[config.mk]
export PLATFORM = sky130hd
export DESIGN_NAME = relay_shift_chain_driver_top
export DESIGN_NICKNAME = d
export VERILOG_FILES = /design/src/sv/rscd_pkg.sv /design/src/sv/relay_shift_chain_driver_top.sv
export SDC_FILE = /design/constraint.sdc
export NUM_CORES = 1
export LEC_CHECK = 0
export ABC_AREA = 1
export BUFFER_PORTS_ARGS = -buffer_cell sky130_fd_sc_hd__buf_2
export CAP_MARGIN = 20
export CORE_MARGIN = 8
export CORE_UTILIZATION = 60
export DETAILED_ROUTE_END_ITERATION = 10
export PLACE_DENSITY = 0.84
export SETUP_SLACK_MARGIN = 0.3
export SYNTH_ARGS = -nofsm -noshare
export SYNTH_HDL_FRONTEND = slang
export SYNTH_SLANG_ARGS = --single-unit
export TNS_END_PERCENT = 50
[constraint.sdc]
create_clock -name clk -period 8.9 [get_ports clk]
set_input_delay 1.335 -clock clk [delete_from_list [all_inputs] [get_ports clk]]
set_output_delay 1.335 -clock clk [all_outputs]
set_load 0.03 [all_outputs]
[src/sv/rscd_pkg.sv]
// Shared types, request codes and chain constants for the relay shift chain driver.
// Used by relay_shift_chain_driver_top; depends on nothing else.
package rscd_pkg;

  localparam int CHAIN_BITS = 16;
  localparam int BC_W = $clog2(CHAIN_BITS + 1);
  localparam int EXT_W = (CHAIN_BITS > 16) ? CHAIN_BITS : 16;

  localparam logic [1:0] REQ_ENERGIZE = 2'd0;
  localparam logic [1:0] REQ_RELEASE  = 2'd1;
  localparam logic [1:0] REQ_UPDATE   = 2'd2;
  localparam logic [1:0] REQ_TICK     = 2'd3;

  typedef struct packed {
    logic [1:0]  req_type;
    logic [15:0] bit_mask;
  } rscd_in_t;

  typedef struct packed {
    logic        ser_data;
    logic        shift_clk;
    logic        latch_clk;
    logic        busy_res;
    logic [15:0] latched_word;
  } rscd_out_t;

  // Serial bit for position idx of a frame, MSB first; positions above bit 15 send 1.
  function automatic logic frame_bit(input logic [15:0] word, input logic [BC_W-1:0] idx);
    logic [EXT_W-1:0] ext;
    logic [EXT_W-1:0] sh;
    int               p;
    ext = {EXT_W{1'b1}};
    ext[15:0] = word;
    p = CHAIN_BITS - 1 - int'(idx);
    sh = ext >> p;
    return sh[0];
  endfunction

  // Low 16 bits of the chain's parallel outputs, zero-extended for short chains.
  function automatic logic [15:0] low_word(input logic [CHAIN_BITS-1:0] img);
    logic [15:0] r;
    r = '0;
    for (int i = 0; i < CHAIN_BITS; i++) begin
      if (i < 16) r[i] = img[i];
    end
    return r;
  endfunction

endpackage

[src/sv/relay_shift_chain_driver_top.sv]
// Top level of the relay shift chain driver: command decode, pin sequencer and APB registers.
// Depends on rscd_pkg for the request and result types and the chain constants.
//
// Usage: each request on the input channel (in_valid/in_ready, in_data) is an energize
// mask, a release mask, an update request or a tick. Every accepted request yields exactly
// one result on the output channel (out_valid/out_ready, out_data) carrying the serial pin
// levels, the busy flag and the word latched on the chain after that request.
// A request's result is registered and offered in the cycle after it is taken. Throughput
// is one request per cycle while results are taken; the whole update of the sequencer state
// is one pass of logic from the accepted request to the result register, so nothing iterates.
// When the receiver stalls, the result register holds its contents and in_ready falls,
// so no request is taken until the waiting result has been collected; in the cycle the
// result is taken a new request may enter.
// Pin phases only advance on tick requests; a frame takes 2*CHAIN_BITS+2 phases of
// phase_ticks ticks each; break-before-make adds release_hold_ticks ticks and a second frame.
// Synchronous reset (rst_n low) restores the register defaults (hold 200, phase 1), sets
// the wanted and applied words to 0x0FFF, shows all relays off and empties the result.
// The user writes configuration via the APB port while idle (unchecked); pready is tied high.
module relay_shift_chain_driver_top (
  input  logic                 clk,
  input  logic                 rst_n,
  input  logic                 in_valid,
  output logic                 in_ready,
  input  rscd_pkg::rscd_in_t   in_data,
  output logic                 out_valid,
  input  logic                 out_ready,
  output rscd_pkg::rscd_out_t  out_data,
  input  logic                 psel,
  input  logic                 penable,
  input  logic                 pwrite,
  input  logic [2:0]           paddr,
  input  logic [31:0]          pwdata,
  output logic [31:0]          prdata,
  output logic                 pready
);

  // Sequencer phase codes.
  localparam logic [3:0] PH_IDLE  = 4'd0;
  localparam logic [3:0] PH_START = 4'd1;
  localparam logic [3:0] PH_DATA  = 4'd2;
  localparam logic [3:0] PH_CLKH  = 4'd3;
  localparam logic [3:0] PH_LATCH = 4'd4;
  localparam logic [3:0] PH_HOLD  = 4'd5;

  localparam int CB = rscd_pkg::CHAIN_BITS;
  localparam int BW = rscd_pkg::BC_W;

  // Configuration registers.
  logic [15:0] hold_cfg_r;
  logic [7:0]  phase_cfg_r;

  // Sequencer state.
  logic [15:0]   wanted_r, wanted_nxt;
  logic [15:0]   applied_r, applied_nxt;
  logic [15:0]   final_r, final_nxt;
  logic [15:0]   shift_r, shift_nxt;
  logic [BW-1:0] bit_r, bit_nxt;
  logic [3:0]    phase_r, phase_nxt;
  logic [15:0]   hold_r, hold_nxt;
  logic [7:0]    pcount_r, pcount_nxt;
  logic          pend_r, pend_nxt;
  logic [CB-1:0] stage_r, stage_nxt;
  logic [CB-1:0] image_r, image_nxt;
  logic [2:0]    pins_r, pins_nxt;

  // Result register.
  logic                out_valid_r;
  rscd_pkg::rscd_out_t out_data_r;

  logic in_fire;

  assign in_ready = !out_valid_r || out_ready;
  assign in_fire  = in_valid && in_ready;
  assign out_valid = out_valid_r;
  assign out_data  = out_data_r;

  // APB side: writes land at the access edge, reads are combinational.
  assign pready = 1'b1;
  always_comb begin
    if (paddr[2]) begin
      prdata = {24'd0, phase_cfg_r};
    end else begin
      prdata = {16'd0, hold_cfg_r};
    end
  end

  always_ff @(posedge clk) begin
    if (!rst_n) begin
      hold_cfg_r  <= 16'd200;
      phase_cfg_r <= 8'd1;
    end else if (psel && penable && pwrite && pready) begin
      if (paddr[2]) begin
        phase_cfg_r <= pwdata[7:0];
      end else begin
        hold_cfg_r <= pwdata[15:0];
      end
    end
  end

  // Next state for one accepted request.
  always_comb begin
    logic [15:0]   rel;
    logic [15:0]   hdec;
    logic [7:0]    lim;
    logic [7:0]    pc;
    logic [BW-1:0] bc;
    wanted_nxt = wanted_r;
    applied_nxt = applied_r;
    final_nxt = final_r;
    shift_nxt = shift_r;
    bit_nxt = bit_r;
    phase_nxt = phase_r;
    hold_nxt = hold_r;
    pcount_nxt = pcount_r;
    pend_nxt = pend_r;
    stage_nxt = stage_r;
    image_nxt = image_r;
    pins_nxt = pins_r;
    rel = applied_r | wanted_r;
    hdec = hold_r - {15'd0, (hold_r != 16'd0)};
    lim = (phase_cfg_r == 8'd0) ? 8'd1 : phase_cfg_r;
    pc = pcount_r + 8'd1;
    bc = bit_r + BW'(1);
    if (in_fire) begin
      case (in_data.req_type)
        rscd_pkg::REQ_ENERGIZE: begin
          wanted_nxt = wanted_r & ~in_data.bit_mask;
        end
        rscd_pkg::REQ_RELEASE: begin
          wanted_nxt = wanted_r | in_data.bit_mask;
        end
        rscd_pkg::REQ_UPDATE: begin
          if (phase_r == PH_IDLE && applied_r != wanted_r) begin
            applied_nxt = wanted_r;
            final_nxt = wanted_r;
            pend_nxt = (rel != wanted_r);
            shift_nxt = rel;
            bit_nxt = '0;
            pcount_nxt = 8'd0;
            phase_nxt = PH_START;
            pins_nxt = {2'b00, pins_r[0]};
          end
        end
        default: begin
          if (phase_r == PH_HOLD) begin
            hold_nxt = hdec;
            if (hdec == 16'd0) begin
              shift_nxt = final_r;
              bit_nxt = '0;
              pcount_nxt = 8'd0;
              phase_nxt = PH_START;
              pins_nxt = {2'b00, pins_r[0]};
            end
          end else if (phase_r != PH_IDLE) begin
            if (pc >= lim) begin
              pcount_nxt = 8'd0;
              case (phase_r)
                PH_START: begin
                  phase_nxt = PH_DATA;
                  pins_nxt = {2'b00, rscd_pkg::frame_bit(shift_r, '0)};
                end
                PH_DATA: begin
                  phase_nxt = PH_CLKH;
                  pins_nxt = pins_r | 3'b010;
                  stage_nxt = {stage_r[CB-2:0], pins_r[0]};
                end
                PH_CLKH: begin
                  bit_nxt = bc;
                  if (bc < BW'(CB)) begin
                    phase_nxt = PH_DATA;
                    pins_nxt = {2'b00, rscd_pkg::frame_bit(shift_r, bc)};
                  end else begin
                    phase_nxt = PH_LATCH;
                    pins_nxt = {2'b10, pins_r[0]};
                    image_nxt = stage_r;
                  end
                end
                PH_LATCH: begin
                  pins_nxt = {2'b00, pins_r[0]};
                  if (pend_r) begin
                    pend_nxt = 1'b0;
                    if (hold_cfg_r == 16'd0) begin
                      shift_nxt = final_r;
                      bit_nxt = '0;
                      phase_nxt = PH_START;
                    end else begin
                      hold_nxt = hold_cfg_r;
                      phase_nxt = PH_HOLD;
                    end
                  end else begin
                    phase_nxt = PH_IDLE;
                  end
                end
                default: begin
                  phase_nxt = PH_IDLE;
                end
              endcase
            end else begin
              pcount_nxt = pc;
            end
          end
        end
      endcase
    end
  end

  always_ff @(posedge clk) begin
    if (!rst_n) begin
      wanted_r <= 16'h0FFF;
      applied_r <= 16'h0FFF;
      final_r <= 16'd0;
      shift_r <= 16'd0;
      bit_r <= '0;
      phase_r <= PH_IDLE;
      hold_r <= 16'd0;
      pcount_r <= 8'd0;
      pend_r <= 1'b0;
      stage_r <= '1;
      image_r <= '1;
      pins_r <= 3'b000;
      out_valid_r <= 1'b0;
    end else begin
      wanted_r <= wanted_nxt;
      applied_r <= applied_nxt;
      final_r <= final_nxt;
      shift_r <= shift_nxt;
      bit_r <= bit_nxt;
      phase_r <= phase_nxt;
      hold_r <= hold_nxt;
      pcount_r <= pcount_nxt;
      pend_r <= pend_nxt;
      stage_r <= stage_nxt;
      image_r <= image_nxt;
      pins_r <= pins_nxt;
      if (in_fire) begin
        out_valid_r <= 1'b1;
      end else if (out_ready) begin
        out_valid_r <= 1'b0;
      end
    end
  end

  // The result reflects the state left by the request just taken.
  always_ff @(posedge clk) begin
    if (in_fire) begin
      out_data_r.ser_data <= pins_nxt[0];
      out_data_r.shift_clk <= pins_nxt[1];
      out_data_r.latch_clk <= pins_nxt[2];
      out_data_r.busy_res <= (phase_nxt != PH_IDLE);
      out_data_r.latched_word <= rscd_pkg::low_word(image_nxt);
    end
  end

`ifndef SYNTHESIS
  // Both serial clocks rest low whenever the sequencer is idle.
  a_idle_clocks_low: assert property (@(posedge clk) disable iff (!rst_n)
    (phase_r == PH_IDLE) |-> (pins_r[2:1] == 2'b00))
    else $error("serial clocks high while idle");

  // The latch pin is high only in the latch phase.
  a_latch_phase: assert property (@(posedge clk) disable iff (!rst_n)
    pins_r[2] |-> (phase_r == PH_LATCH))
    else $error("latch pin high outside latch phase");

  // A hold never sits with an exhausted counter.
  a_hold_nonzero: assert property (@(posedge clk) disable iff (!rst_n)
    (phase_r == PH_HOLD) |-> (hold_r != 16'd0))
    else $error("hold phase with zero count");

  // An update taken while busy leaves the captured words alone.
  a_busy_update_ignored: assert property (@(posedge clk) disable iff (!rst_n)
    (in_fire && in_data.req_type == rscd_pkg::REQ_UPDATE && phase_r != PH_IDLE)
      |=> (applied_r == $past(applied_r) && final_r == $past(final_r)))
    else $error("update while busy changed the frame words");
`endif

endmodule

**Word level (Yosys, flattened, before mapping)**

Index checks and enable logic that the tools add are counted.

- Bits of input ports: 60
- Register bits after elaboration: 178

- Mux-type cells: 68
- Shift-type cells: 1
- Add/sub/neg operators: 4
- $lt $le $gt $ge: 2
- Bitwise logic cells: 8
- Reductions and logical operators: 41
- Eq/ne operators: 15

Operator list:

| kind | number |
|---|---|
| $mux W16 | 22 |
| $pmux W16 S2 | 2 |
| $mux W8 | 6 |
| $mux W5 | 7 |
| $logic_not A16 Y1 | 2 |
| $ne A16 B16 Y1 | 2 |
| $or A16 B16 Y16 | 2 |
| $shr A16 B32 Y1 | 1 |
| $mux W4 | 7 |
| $mux W3 | 9 |
| $pmux W5 S2 | 2 |
| $reduce_and A9 Y1 | 2 |
| $reduce_bool A2 Y1 | 9 |
| $and A16 B16 Y16 | 1 |
| $not A16 Y16 | 1 |
| $pmux W4 S4 | 1 |
| $pmux W8 S2 | 1 |
| $reduce_bool A16 Y1 | 1 |
| $sub A16 B1 Y16 | 1 |
| $reduce_bool A3 Y1 | 5 |
| $reduce_and A7 Y1 | 2 |
| $pmux W3 S4 | 1 |
| $reduce_bool A4 Y1 | 3 |
| $add A8 B1 Y8 const B | 1 |
| other kinds (30) | 48 |

**Longest topological paths before layout**

- Word-level depth: 10
- Mapped depth: 22
- Gate-level depth less buffers: 21

**Least setup slack after synthesis**

OpenSTA, ideal clock, no wires.

- Kind: input -> output
- Start point: in paddr[2]
- End point: out prdata[4]
- Data required time: 7565 ps
- Path slack: 5184 ps
- Data arrival time: 2381 ps
- Stages: 3
- Path buffers: 2
- Cell sequence: clkbuf_1 clkbuf_1 o21ai_0

- Word-level cells in the longest chain between the ends: 1

Ends and longest elaborated chain:

| element | RTL line | RTL |
|---|---|---|
| start: declaration | relay_shift_chain_driver_top.sv:31 | `input logic [2:0] paddr,` |
| $mux W16 | relay_shift_chain_driver_top.sv:80 | `if (paddr[2]) begin` |
| end: declaration | relay_shift_chain_driver_top.sv:33 | `output logic [31:0] prdata,` |

Every way passes these cells.

**Final worst setup path**

- Start point: reg pcount_r[0]
- End point: reg out_data_r (netlist bit out_data[4]) (data pin)

- Word-level cells in the longest chain between the ends: 7

Ends and longest elaborated chain:

| element | RTL line | RTL |
|---|---|---|
| start: declaration | relay_shift_chain_driver_top.sv:60 | `logic [7:0] pcount_r, pcount_nxt;` |
| start signal: assignment | relay_shift_chain_driver_top.sv:230 | `pcount_r <= pcount_nxt;` |
| $add A8 B1 Y8 | relay_shift_chain_driver_top.sv:122 | `pc = pcount_r + 8'd1;` |
| $ge A8 B8 Y1 | relay_shift_chain_driver_top.sv:155 | `if (pc >= lim) begin` |
| $mux W16 | relay_shift_chain_driver_top.sv:155 |  |
| $mux W16 | relay_shift_chain_driver_top.sv:154 | `end else if (phase_r != PH_IDLE) begin` |
| $mux W16 | relay_shift_chain_driver_top.sv:145 | `if (phase_r == PH_HOLD) begin` |
| $mux W16 | relay_shift_chain_driver_top.sv:125 | `case (in_data.req_type)` |
| $mux W16 | relay_shift_chain_driver_top.sv:124 | `if (in_fire) begin` |
| named net image_nxt[4] | relay_shift_chain_driver_top.sv:63 | `logic [CB-1:0] image_r, image_nxt;` |
| end: declaration | relay_shift_chain_driver_top.sv:68 | `rscd_pkg::rscd_out_t out_data_r;` |

The timed path passes the listed nets, and every way through them passes these cells.
A chain may end at the register's enable or synchronous reset.

==> results.cfg <==
[clock_network]
post_cts_buffers = 0
clkTransAtPathRegs_ns = 0.07
clock-sinks = 174
cts_resized = 0
postCtsHoldBufs = 0
insertion_delay_ns = 0.43
htree_levels = 4
cts_buffers = 17
root_buffer = clkbuf_16
tritoncts = built
clk_path_buf_depth = 2

[route]
drtIter0Drc = 665
ant_nets = 0
drt_wl_total_mm = 20.41
drc = 0
avgViaCountPerCell = 5.341
vias = 7964
wire_per_inst_um = 13.69
drtPass1Iterations = 6

[finish]
multi_input_area_um2 = 4340
fillers = 1252
regArea_um2 = 3684
syn2layout_area_growth_pct = 10.37
drive_above_1_share_pct = 11.25
layout.nets = 1398
num_antenna_cells = 0

[floorplanning]
core-area_um2 = 14480
io_pins = 115
die_y_um = 137.7
die-area_um2 = 18950
std_cell_rows = 44
dieWidth_um = 137.7
initial_utilization_pct = 61.34

[worst_setup_path]
path_buf_inv = 4
r2r_slack_ns = 4.92
crit_cells = 15
r2r_cells = 15
critPathLaunchType = flop
slowest_delay_ns = 0.64
critPathSlowestCell = inv_1
end_kind = flop
critPathCapture = out_data[4]$_DFFE_PP_
cp_top_family = simple AND/OR/NAND/NOR gates
crit_fanout = 17
startpoint = pcount_r[0]$_SDFFE_PN0P_
cp_cell_sequence = inv_1, nor3_1, nand3_1, nor2_1, nand2_1, xor2_1, inv_1, ha_1, inv_1, o31a_1, nand2_1, nand3_1, inv_1, nand2_1, nand2_1
arrival_ns = 4.27
worstSetupPathType = flop to flop
regToRegStartpoint = pcount_r[0]$_SDFFE_PN0P_
critPathRequiredTime_ns = 9.19
timing.rr.end = out_data[4]$_DFFE_PP_

[yosys]
yosys_warnings = 0
async_reset_ff_share_pct = 0
synth-seq-area-share_pct = 41.48
synth_top_area_share_pct = 34.71
synth-main-ff-cell = dfxtp_1
synth_enable_flop_cells = 20
yosysMostFrequentCell = nand2_1
synth.area.top_cells = dfxtp_1, nand2_1, edfxtp_1, ha_1, inv_1
syn_area_per_cell_um2 = 7.139
synth_cells = 1244
synth-seq-cells = 174
synth_cell_types = 39
synth_commonest_cells = nand2_1, dfxtp_1, inv_1
syn_area_um2 = 8881
yosysTopAreaCell = dfxtp_1

[timing]
rsz0062_at_grt = no
tightest_slew_ns = 1.018
finalMaxSlewViolations = 0
fmax_mhz = 251.6
tns_ns = 0
slew_headroom_pct = 32.13
hold_violations = 0
post-route-period-util_pct = 44.67
period_minus_slack_ns = 3.975
finalClockSkew_ns = 0.009196
setup_viol_count_final = 0

[global_routing]
grt_pass1_vias = 7375
grt_max_degree = 102
gr-total-overflow = 0
antenna_found_initial = 0
grt_pass1_wl_mm = 33.72
track_usage_pct = 21.90

[pwr]
power_density_nw_per_um2 = 181.0
totalPowerFinal_mw = 1.774
vdd_drop_max_uv = 164.4
p_leak_nw = 4.763

[worst_hold_path]
hold_path_class = flop to flop

[placed_design]
gp_congestion = 0.9023
portBuffers = 79
dpl.hpwl_mm = 13.85

[outcome]
outcome = complete, no violations

[job]
maxCapViolations = 0
area by class of cell:
class | count | share of cell area (%)
Sequential cell | 174 | 37.58
Multi-Input combinational cell | 868 | 44.28
Clock buffer | 19 | 4.417
Clock inverter | 13 | 1.264
Inverter | 150 | 5.744
Tap cell | 184 | 2.349
Timing Repair Buffer | 83 | 4.366
flip-flops by register name (all words and copies together) (netlist names), named ones only:
name and count:
bit_r 5, stage_r 16, hold_cfg_r 16, shift_r 16, pend_r 1, phase_cfg_r 8
pcount_r 8, final_r 12, applied_r 16, out_valid 1, pins_r 3, hold_r 16
out_data 20, phase_r 4, image_r 16
routing by layer:
metal / wire, µm / track usage [%] / up-vias
met5: 0 / 0 / -
met4: 332 / 6.457 / 0
met3: 1467 / 4.595 / 32
met2: 9779 / 37.23 / 266
met1: 8827 / 27.29 / 3603
li1: - / - / 4063
layout by cell type, fill, tap and decap left out, types with 2 or more instances in the layout:
cell,netlist,routed
nand2_1,323,323
dfxtp_1,154,154
inv_1,142,142
nor2_1,131,131
o21ai_0,97,97
nand3_1,91,91
buf_2,10,78
a21oi_1,70,70
ha_1,44,44
edfxtp_1,20,20
conb_1,2,17
clkbuf_16,0,17
o211ai_1,13,13
xor2_1,12,12
nand2_2,11,11
nand4_1,11,11
inv_6,0,8
nor4_1,7,7
inv_2,7,7
a211oi_1,6,6
nor3_1,5,5
nor2_2,5,5
buf_4,17,5
nor2_4,4,4
nand3b_1,3,3
a31oi_1,3,3
nand3_4,3,3
nor3_2,2,2
clkinv_1,1,2
nand3_2,2,2
clkbuf_1,35,2
clkinvlp_4,0,2
report_power, final:
part | leakage, nW | switching, mW | internal (mW)
Combinational | 3.10 | 0.157 | 0.0677
Sequential | 1.40 | 0.0158 | 0.818
Clock | 0.268 | 0.324 | 0.391
cells by family (layout without fill, tap and decap cells):
| group | after synthesis | count (layout) | synth area share [%] |
|---|---|---|---|
| xor+xnor | 13 | 13 | 1.282 |
| compound gates | 194 | 194 | 11.68 |
| other cells | 2 | 17 | 0.08456 |
| fa+ha+maj | 44 | 44 | 6.199 |
| flops | 174 | 174 | 41.48 |
| simple gates | 600 | 600 | 28.99 |
| buf+inv | 217 | 265 | 10.28 |
worst register-to-register path: stages (launching register included):
cell	delay [ns]
dfxtp_1	0.37
inv_1	0.09
nor3_1	0.30
nand3_1	0.17
nor2_1	0.14
nand2_1	0.07
xor2_1	0.17
inv_1	0.06
ha_1	0.29
inv_1	0.05
o31a_1	0.28
nand2_1	0.32
nand3_1	0.63
inv_1	0.64
nand2_1	0.15
nand2_1	0.10
worst min path at each step:
stage | from | to | slack (ns) | cells past startpoint
after floorplan | image_r[15]$_SDFF_PN1_ | image_r[15]$_SDFF_PN1_ | 0.44 | 2
after CTS | final_r[7]$_SDFFE_PN0P_ | final_r[7]$_SDFFE_PN0P_ | 0.46 | 2
after detailed placement | image_r[3]$_SDFF_PN1_ | image_r[3]$_SDFF_PN1_ | 0.45 | 2
after global routing | final_r[7]$_SDFFE_PN0P_ | final_r[7]$_SDFFE_PN0P_ | 0.48 | 2
final | final_r[5]$_SDFFE_PN0P_ | final_r[5]$_SDFFE_PN0P_ | 0.46 | 2
after global placement | image_r[13]$_SDFF_PN1_ | image_r[13]$_SDFF_PN1_ | 0.45 | 2
per-stage QoR:
stage                     cell area (µm²)  setup WS [ns]  hold WS (ns)  utilization (%)  std cells
after floorplan                      8937          5.184        0.4374                -       1259
final                                9802          4.925        0.4629            67.70       1491
after global routing                 9802          4.469        0.4776            67.70       1491
after CTS                            9802          4.871        0.4629            67.70       1491
after global placement               9245          4.972        0.4476            63.85       1459
after detailed placement             9245          4.907        0.4505            63.85       1459
No activity file was read; power rests on OpenSTA's default activity.
